<file path="src/bpi_weight_gen.sv">
`timescale 1ns / 1ps
`default_nettype none

module bpi_weight_gen #(
  parameter int FRAC_BITS = 16
) (
  input  logic                 clk_i,
  input  logic [2:0]           en_i,
  input  logic [FRAC_BITS:0]   pos_i,
  output logic [FRAC_BITS:0]   w_o [4]
);

  localparam int PosW = FRAC_BITS + 1;
  localparam int MulW = 2 * PosW;
  localparam logic [PosW-1:0] PosOne    = PosW'(1) << FRAC_BITS;
  localparam logic [MulW-1:0] RoundHalf = MulW'(1) << (FRAC_BITS - 1);

  function automatic logic [PosW-1:0] wmul(input logic [PosW-1:0] a,
                                           input logic [PosW-1:0] b);
    logic [MulW-1:0] p;
    p = MulW'(a) * MulW'(b) + RoundHalf;
    return PosW'(p >> FRAC_BITS);
  endfunction

  function automatic logic [PosW-1:0] times3(input logic [PosW-1:0] v);
    return PosW'({v, 1'b0} + (PosW + 1)'(v));
  endfunction

  logic [PosW-1:0] t1_q, u1_q;
  logic [PosW-1:0] t2_q, u2_q, tt_q, uu_q;
  logic [PosW-1:0] w_q [4];
  logic [PosW-1:0] t_clamp;

  assign t_clamp = (pos_i > PosOne) ? PosOne : pos_i;

  always_ff @(posedge clk_i) begin
    if (en_i[0]) begin
      t1_q <= t_clamp;
      u1_q <= PosOne - t_clamp;
    end
    if (en_i[1]) begin
      t2_q <= t1_q;
      u2_q <= u1_q;
      tt_q <= wmul(t1_q, t1_q);
      uu_q <= wmul(u1_q, u1_q);
    end
    if (en_i[2]) begin
      w_q[0] <= wmul(uu_q, u2_q);
      w_q[1] <= times3(wmul(uu_q, t2_q));
      w_q[2] <= times3(wmul(u2_q, tt_q));
      w_q[3] <= wmul(tt_q, t2_q);
    end
  end

  assign w_o = w_q;

endmodule

`default_nettype wire

</file>
<file path="config.mk">
export PLATFORM = sky130hd
export DESIGN_NAME = bpi_weight_gen
export DESIGN_NICKNAME = d
export VERILOG_FILES = /design/src/bpi_weight_gen.sv
export SDC_FILE = /design/constraint.sdc
export NUM_CORES = 2
export LEC_CHECK = 0
export BUFFER_PORTS_ARGS = -buffer_cell sky130_fd_sc_hd__buf_2
export CORE_ASPECT_RATIO = 0.7
export CORE_MARGIN = 2
export CORE_UTILIZATION = 58
export CTS_BUF_LIST = sky130_fd_sc_hd__clkbuf_8
export DETAILED_ROUTE_END_ITERATION = 10
export MAX_ROUTING_LAYER = met4
export PLACE_DENSITY = 0.71
export SETUP_SLACK_MARGIN = 0.5
export SLEW_MARGIN = 5
export SYNTH_ARGS = -nofsm -noshare
export SYNTH_HDL_FRONTEND = slang
export SYNTH_SLANG_ARGS = --single-unit
</file>
<file path="constraint.sdc">
create_clock -name clk_i -period 14.75 [get_ports clk_i]
set_input_delay 0 -clock clk_i [delete_from_list [all_inputs] [get_ports clk_i]]
set_output_delay 0 -clock clk_i [all_outputs]
set_load 0.02 [all_outputs]
</file>
==> impl_results.md <==
* Ys flop type: edfxtp_1
* Post-route ant nets at 0
* Synthesized area at 0.0586 mm^2
* Die height at 270 um
* R2r worst-path depth at 32
* CP delay by family, top: adder cells
* FILL cells at 8387
* DR vias at 40100
* Number of global-route vias before repair at 43300
* Synth Register Bits at 168
* Startpoint Class: flop
* Syn avg cell area at 9.45 um^2
* CP max stage delay at 0.72 ns
* Finish-stage setup viols at 0
* Slowest cell on the critical path: edfxtp_1
* Total track usage at 28.8%
* Max Fclk at 0.109 GHz
* Crit path top cell by count: fa_1
* NumNets Final at 8162
* Count of different cell masters after synthesis at 87
* Min cycle time layout at 9.13 ns
* Post-synthesis instance total at 6202
* Most frequent cells in the layout: inv_1 (1614), fa_1 (1280), nand2_1 (768)
* Synth warn at 0
* DP HPWL at 106000 um
* First-pass GRT wire length at 229000 um
* DRC at 0
* Worst-margin pin slew at 0.920 ns
* Clk sink count at 168
* Ports at 89
* Crit path DAT at 9.52 ns
* Status: complete, no violations
* Cell depth of the worst hold path at 4
* Mapped Nets at 8202
* H-tree levels at 4
* Rows at 97
* RSZ-0062 raised after global routing: no
* Antenna violations before repair at 5
* Number of buffers added on ports at 88
* Max Root-Sink Buffers at 2
* Crit Path Class: reg -> reg
* Die area at 0.104 mm^2
* HP Class: in -> reg
* Final wirelength at 135000 um
* Crit path max fanout at 20
* Ratio of cells with drive above 1 in the final layout at 3.94%
* PostCTS Resize Cnt at 0
* Drt first pass iters at 6
* Core Area at 0.100 mm^2
* Gr ovfl total at 0
* Post-synth EDFFs at 168
* Clock transition at path regs at 0.12 ns
* Crit. End Element: flop
* Area occupied by multi-input gates at 0.0465 mm^2
* Initial Util at 58.5%
* Post-CTS Repair Setup Buffers at 0
* Clock Skew at 0.0451 ns
* Required time of the critical path at 15.14 ns
* Fin. Hold Viols at 0
* Crit share post-route at 61.9%
* Final Util at 61.0%
* Critical path depth at 32
* Commonest non-fill, non-tap cell in the layout: inv_1
* Chip Width at 384 um
* Register area share after synthesis at 8.61%
* CTS root buf: clkbuf_8
* Max-cap check violation count at 0
* Placer Congestion at 0.978
* Rel. slew slack at 38.7%
* CTS tree: yes
* Drt initial violations at 3047
* Post-route setup TNS at 0 ns
* Largest net degree at the start of global routing at 56
* Crit path buffers/inverters at 4
* Clock Latency Late Sink at 0.66 ns
* Average routed wire per standard cell at 17.9 um
* Register area at 0.00504 mm^2
* Fin. max-slew vios at 0
* CTS buffer count at 17
* Ys async rst share at 0%
* Area Overhead vs Synth at 4.22%
* Via-to-Cell Ratio at 5.33
-- worst paths after layout --
check	start	slack, ns	end
max	tt_q[4]$_DFFE_PP_	5.62	w_o[33]$_DFFE_PP_
min	pos_i[2]	0.27	t1_q[2]$_DFFE_PP_
min reg2reg	t1_q[10]$_DFFE_PP_	0.73	t2_q[10]$_DFFE_PP_
max reg2reg	tt_q[4]$_DFFE_PP_	5.62	w_o[33]$_DFFE_PP_
-- cell usage after synthesis (4+ instances only) --
cell type,count,area (um^2)
inv_1,1614,6060
fa_1,1280,25600
nand2_1,768,2880
ha_1,699,8750
and2_1,640,4000
clkbuf_1,249,935
edfxtp_1,168,5040
nor2_1,128,480
xnor2_1,118,1030
a21oi_1,66,330
xor2_1,51,447
a21o_1,44,330
nor3_1,41,205
o21ai_0,40,200
nand3_1,24,120
nor2b_1,20,125
o21a_1,19,143
a211oi_1,14,105
and3_1,14,87.6
nand4_1,14,87.6
o21bai_1,14,105
a31oi_1,13,81.3
or2_2,13,81.3
nand2b_1,12,75.1
or3_1,10,62.6
a21boi_0,6,45.0
o211ai_1,6,45.0
or4_1,6,45.0
nor4_1,5,31.3
o21ai_1,5,25.0
o31ai_1,5,37.5
a221o_1,4,40.0
nand4b_1,4,35.0
o2111ai_1,4,35.0
-- through the flow --
stage	area (um^2)	hold WS (ns)	worst slack, ns	cells
finish	61100	0.275	5.62	7515
global route	61100	0.277	5.20	7515
detailed placement	60400	0.323	5.75	7455
global placement	60400	0.317	6.04	7455
CTS	61100	0.193	5.73	7511
floorplan	58600	0.112	6.60	6202
-- repair_timing --
item                                    in CTS  in global routing
endpoints found under the setup margin       0                  0
hold buffers                                24                  0
hold endpoints to repair                   102                  0
-- state kept, by name (all words and copies together) (netlist names) --
signal / flops
uu_q: 17
u1_q: 16
t1_q: 17
u2_q: 16
t2_q: 17
w_o: 68
tt_q: 17
-- layout make-up --
class,instances,share of cell area [%]
Antenna cell,4,0.0164
Clock buffer,17,0.383
Clock inverter,15,0.350
Inverter,1615,9.93
Multi-Input combinational cell,4168,76.2
Sequential cell,168,8.26
Tap cell,1336,2.74
Timing Repair Buffer,192,2.10
-- metal layers --
| metal | up-vias | track usage, % | wire length [um] |
|---|---|---|---|
| met5 | - | - | 0 |
| met4 | 0 | 5.25 | 1920 |
| met3 | 136 | 5.56 | 12100 |
| met2 | 1479 | 42.1 | 59000 |
| met1 | 20200 | 42.3 | 61700 |
| li1 | 18200 | - | - |
-- worst register-to-register path: cells and delay by family, from the launching register on --
family / cells / cell delay [ns]
fa+ha+maj: 8 / 3.66
compound gates: 11 / 2.62
simple gates: 7 / 0.98
flops: 1 / 0.72
buf+inv: 4 / 0.54
xor+xnor: 2 / 0.40
-- cells by family (layout without fill, tap and decap cells) --
logic type / count (synthesis) / after routing / share of synthesized area [%]
AO/OA/AOI/OAI: 287 / 287 / 3.49
XOR/XNOR: 170 / 170 / 2.55
adder cells (fa/ha/maj): 1980 / 1980 / 58.7
buffers and inverters: 1866 / 1839 / 12.0
flip-flops: 168 / 168 / 8.61
multiplexers: 3 / 3 / 0.0577
other: 0 / 4 / 0
AND/OR/NAND/NOR: 1728 / 1728 / 14.7
Power is not shown: default switching activity piles up to over one toggle a cycle in this logic, so the estimate is an artifact.
