`src/bpi_pkg.sv`:
```
`timescale 1ns / 1ps
`default_nettype none

package bpi_pkg;

  localparam int ElevW    = 24;
  localparam int SlopeW   = 48;
  localparam int CtrlW    = 27;
  localparam int OutW     = 26;
  localparam int NumPts   = 16;
  localparam int NumCorners = 4;

  localparam int ApbDataW = 64;
  localparam int ApbAddrW = 6;

  // floor(n / 3) = (n * Recip3) >> Recip3Shift, exact for any 32-bit n
  localparam int              Recip3W     = 32;
  localparam logic [31:0]     Recip3      = 32'hAAAA_AAAB;
  localparam int              Recip3Shift = 33;
  localparam int              DivW        = 29;

  localparam int CornerSw = 0;
  localparam int CornerSe = 1;
  localparam int CornerNw = 2;
  localparam int CornerNe = 3;

  typedef enum logic [2:0] {
    REG_ELEV_SW  = 3'd0,
    REG_ELEV_SE  = 3'd1,
    REG_ELEV_NW  = 3'd2,
    REG_ELEV_NE  = 3'd3,
    REG_SLOPE_SW = 3'd4,
    REG_SLOPE_SE = 3'd5,
    REG_SLOPE_NW = 3'd6,
    REG_SLOPE_NE = 3'd7
  } reg_idx_e;

  typedef logic signed [CtrlW-1:0] ctrl_pt_t;
  typedef ctrl_pt_t ctrl_grid_t [NumPts];

endpackage

`default_nettype wire

```
`src/bpi_cfg_regs.sv`:
```
`timescale 1ns / 1ps
`default_nettype none

module bpi_cfg_regs (
  input  logic                          clk_i,
  input  logic                          rst_ni,
  input  logic                          psel,
  input  logic                          penable,
  input  logic                          pwrite,
  input  logic [bpi_pkg::ApbAddrW-1:0]  paddr,
  input  logic [bpi_pkg::ApbDataW-1:0]  pwdata,
  output logic [bpi_pkg::ApbDataW-1:0]  prdata,
  output logic                          pready,
  output bpi_pkg::ctrl_grid_t           grid_o
);
  import bpi_pkg::*;

  logic [ElevW-1:0]  elev_q  [NumCorners];
  logic [SlopeW-1:0] slope_q [NumCorners];
  reg_idx_e          idx;
  logic              wr_en;
  ctrl_grid_t        grid_d;
  ctrl_grid_t        grid_q;

  function automatic ctrl_pt_t sx(input logic [ElevW-1:0] v);
    return ctrl_pt_t'($signed(v));
  endfunction

  function automatic ctrl_pt_t times3(input ctrl_pt_t v);
    return (v <<< 1) + v;
  endfunction

  assign idx    = reg_idx_e'(paddr[ApbAddrW-1:3]);
  assign wr_en  = psel && penable && pwrite;
  assign pready = 1'b1;

  always_ff @(posedge clk_i or negedge rst_ni) begin
    if (!rst_ni) begin
      for (int k = 0; k < NumCorners; k++) begin
        elev_q[k]  <= '0;
        slope_q[k] <= '0;
      end
    end else if (wr_en) begin
      unique case (idx)
        REG_ELEV_SW:  elev_q[CornerSw]  <= pwdata[ElevW-1:0];
        REG_ELEV_SE:  elev_q[CornerSe]  <= pwdata[ElevW-1:0];
        REG_ELEV_NW:  elev_q[CornerNw]  <= pwdata[ElevW-1:0];
        REG_ELEV_NE:  elev_q[CornerNe]  <= pwdata[ElevW-1:0];
        REG_SLOPE_SW: slope_q[CornerSw] <= pwdata[SlopeW-1:0];
        REG_SLOPE_SE: slope_q[CornerSe] <= pwdata[SlopeW-1:0];
        REG_SLOPE_NW: slope_q[CornerNw] <= pwdata[SlopeW-1:0];
        REG_SLOPE_NE: slope_q[CornerNe] <= pwdata[SlopeW-1:0];
        default: ;
      endcase
    end
  end

  always_comb begin
    prdata = '0;
    unique case (idx)
      REG_ELEV_SW:  prdata = ApbDataW'(elev_q[CornerSw]);
      REG_ELEV_SE:  prdata = ApbDataW'(elev_q[CornerSe]);
      REG_ELEV_NW:  prdata = ApbDataW'(elev_q[CornerNw]);
      REG_ELEV_NE:  prdata = ApbDataW'(elev_q[CornerNe]);
      REG_SLOPE_SW: prdata = ApbDataW'(slope_q[CornerSw]);
      REG_SLOPE_SE: prdata = ApbDataW'(slope_q[CornerSe]);
      REG_SLOPE_NW: prdata = ApbDataW'(slope_q[CornerNw]);
      REG_SLOPE_NE: prdata = ApbDataW'(slope_q[CornerNe]);
      default: ;
    endcase
  end

  // control points scaled by 3; row index runs north, column east
  always_comb begin
    grid_d[0]  = times3(sx(elev_q[CornerSw]));
    grid_d[3]  = times3(sx(elev_q[CornerSe]));
    grid_d[12] = times3(sx(elev_q[CornerNw]));
    grid_d[15] = times3(sx(elev_q[CornerNe]));
    grid_d[1]  = grid_d[0]  + sx(slope_q[CornerSw][ElevW-1:0]);
    grid_d[4]  = grid_d[0]  + sx(slope_q[CornerSw][SlopeW-1:ElevW]);
    grid_d[2]  = grid_d[3]  - sx(slope_q[CornerSe][ElevW-1:0]);
    grid_d[7]  = grid_d[3]  + sx(slope_q[CornerSe][SlopeW-1:ElevW]);
    grid_d[13] = grid_d[12] + sx(slope_q[CornerNw][ElevW-1:0]);
    grid_d[8]  = grid_d[12] - sx(slope_q[CornerNw][SlopeW-1:ElevW]);
    grid_d[14] = grid_d[15] - sx(slope_q[CornerNe][ElevW-1:0]);
    grid_d[11] = grid_d[15] - sx(slope_q[CornerNe][SlopeW-1:ElevW]);
    grid_d[5]  = grid_d[1]  + grid_d[4]  - grid_d[0];
    grid_d[6]  = grid_d[2]  + grid_d[7]  - grid_d[3];
    grid_d[9]  = grid_d[13] + grid_d[8]  - grid_d[12];
    grid_d[10] = grid_d[14] + grid_d[11] - grid_d[15];
  end

  always_ff @(posedge clk_i) begin
    grid_q <= grid_d;
  end

  assign grid_o = grid_q;

endmodule

`default_nettype wire

```
`config.mk`:
```
export PLATFORM = sky130hd
export DESIGN_NAME = bpi_cfg_regs
export DESIGN_NICKNAME = d
export VERILOG_FILES = /design/src/bpi_pkg.sv /design/src/bpi_cfg_regs.sv
export SDC_FILE = /design/constraint.sdc
export NUM_CORES = 2
export LEC_CHECK = 0
export ABC_AREA = 0
export BUFFER_PORTS_ARGS = -buffer_cell sky130_fd_sc_hd__buf_2
export CAP_MARGIN = 0
export CORE_AREA = 5 5 338 340
export DETAILED_ROUTE_END_ITERATION = 12
export DIE_AREA = 0 0 343 345
export HOLD_SLACK_MARGIN = 0.12
export PLACE_DENSITY_LB_ADDON = 0.08
export SETUP_SLACK_MARGIN = 0.1
export SLEW_MARGIN = 0
export SYNTH_ARGS = -nofsm -noshare
export SYNTH_HDL_FRONTEND = slang
export SYNTH_SLANG_ARGS = --single-unit
```
`constraint.sdc`:
```
create_clock -name clk_i -period 6.5 [get_ports clk_i]
set_clock_uncertainty 0.05 [all_clocks]
set_input_delay 0.975 -clock clk_i [delete_from_list [all_inputs] [get_ports clk_i]]
set_output_delay 0.975 -clock clk_i [all_outputs]
set_load 0.05 [all_outputs]
```
==> run summary <==
Reg-to-Reg Start -> elev_q[73]
Unrepaired setup endpoints after global routing -> yes
Register area -> 15800 um^2
Final net count -> 6709
Ys async rst share -> 40.2%
Vias in the first global route -> 39300
Setup crit start kind -> flip-flop
Final setup violation count -> 8
Most common cell in the netlist -> inv_1
CTS tree -> built
Post-Route Utilization -> 54.6%
Mapped Area -> 43800 um^2
Area of the multi-input gates -> 27700 um^2
FMAX -> 148 MHz
# rows -> 123
CTS clk-pin slew, worst paths -> 60 ps
Largest stage delay, worst path -> 500 ps
Crit end category -> flip-flop
Placement-stage cell area -> 54600 um^2
Initial DRC Count -> 2193
Io pins -> 572
Initial antenna violation count -> 33
Crit Path Max Fanout -> 4
CP startpoint -> elev_q[73]
Die X -> 343 um
Sequential fraction of the synthesis area -> 36.0%
Hold WC Path Type -> in2async
Tot GR Track Use -> 25.5%
Leading area contributor after synthesis -> dfxtp_1
Final Wtd Congestion -> 0.931
Worst Reg-to-Reg Cells -> 32
Top cells by count, synth -> inv_1, dfxtp_1, ha_1
CTS sink cnt -> 716
Distinct cells, synth -> 97
DR vias -> 38600
Worst hold margin -> 232 ps
Hold Fails Final Rpt -> 0
Minimum clock period -> 6750 ps
Avg Vias per Cell -> 5.02
Critical path type -> reg2reg
Port bufs -> 535
Period utilization -> 104%
First-pass DRT Iterations -> 5
DR WL/cell -> 20.4 um
Rel. slew slack -> 40.1%
MaxCap Viol Count -> 0
Synth warnings -> 0
Synth-to-layout area growth -> 38.7%
Syn Area/Cell -> 9.59 um^2
Die Area -> 118000 um^2
Post-synthesis register bit count -> 716
CTS buffer count -> 82
DRC Markers -> 0
DRT Wirelength -> 157000 um
Critical path arrival -> 7250 ps
Status -> finished, violations left
Synth area leaders -> dfxtp_1, dfrtp_1, ha_1
Clock buffer depth -> 3
Critical path's slowest cell -> fa_1
DPL Wire Length -> 126000 um
Failing checks -> negative setup slack
Cell area after layout -> 60800 um^2
First-pass GRT wire length -> 231000 um
Max H-tree Level -> 3
Core Area -> 111000 um^2
PnR worst setup slack -> -247 ps
Total gr overflow -> 0
Die height -> 345 um
Routed Antenna Nets -> 0
WP data required -> 7010 ps
Fin. max-slew vios -> 0
Tightest Pin Transition -> 899 ps
Clk Latency, worst-skew pair -> 670 ps
Number of flops mapped to enable cells by yosys -> 0
CP most frequent cell -> buf_4
Root Buffer -> clkbuf_16
Top cell type's share of synthesized area -> 19.5%
Mapped Cells -> 4573
Filler cells -> 10200
Starting Density -> 39.4%
Largest net degree at the start of global routing -> 142
Share of cells above drive strength 1 -> 37.0%
Top FF cell, synth -> dfxtp_1
## through the flow
stage	cells	TNS, ps	setup WS, ps
finish	7684	-959	-247
global route	7673	-4570	-533
CTS	7615	-700	-215
detailed placement	7390	-10090	-764
global placement	7390	-8160	-715
floorplan	4588	0	100
## layer usage
metal | track usage [%] | wire length (um) | vias to the layer above
met2 | 41.1 | 70800 | 935
met3 | 5.27 | 10500 | 267
li1 | - | - | 18800
met1 | 34.5 | 70000 | 18500
met5 | 0 | 86 | -
met4 | 8.05 | 5200 | 14
## flip-flops by register name, summed over array words and instances (netlist names)
name / cells
grid_o: 428
elev_q: 96
slope_q: 192
## placed cells by master, fill, tap and decap left out, drive strengths merged, types with 28 or more instances in the layout
cell    Yosys  routed
inv       608     615
a21o      127     127
mux4       35      35
nor3       70      70
o21bai     46      46
dfxtp     428     428
o21ai     265     265
o21a       62      62
nor2      247     247
and2       40      40
clkbuf     72     121
a21oi     278     278
nand2     275     275
ha        416     416
a31oi      32      32
a211oi     28      28
dfrtp     288     288
mux2      189     189
xnor2     248     248
fa        116     116
xor2      119     119
buf        34    1536
nor2b      36      36
nand3      58      58
nand2b     62      62
## logic make-up after synthesis
kind of cell    synth area share [%]
compound gates                  16.0
xor+xnor                        7.45
other cells                   0.0171
flops                           36.0
mux                             7.18
fa+ha+maj                       17.2
buf+inv                         6.29
simple gates                    9.88
## timing repair
item,in CTS,in global routing
setup endpoints to repair,38,36
endpoints found under the hold margin,0,0
gates resized for setup,225,258
hold buffers,0,0
buffers inserted,76,54
pin swaps,147,194
## worst max-delay path, delay by kind of cell, from the launching register on
kind                       cells  cell delay [ps]
AOI/OAI and AO/OA             16             3060
xor gates and xnor gates       2              280
adders and majority gates      4             1090
buffers and inverters          7              920
DFF                            1              420
and+or+nand+nor                3              820
## final cells by class
class                           count  area share [%]
Clock inverter                     29           0.449
Sequential cell                   716            25.9
Antenna cell                       16          0.0658
Timing Repair Buffer             1536            17.1
Clock buffer                      121            4.02
Multi-Input combinational cell   3158            45.6
Tap cell                         1500            3.09
Inverter                          608            3.75
## final timing paths
check	to	slack, ps
setup / recovery	grid_o[295]	-250
hold / removal	slope_q[141]	230
setup reg to reg	grid_o[295]	-250
hold reg to reg	grid_o[0]	490
max in group asynchronous	slope_q[90]	4730
min in group clk_i	grid_o[0]	490
Power is left out: the tool's default activity adds up to more than one toggle a clock period on the data nets, which glitch-free logic cannot reach.
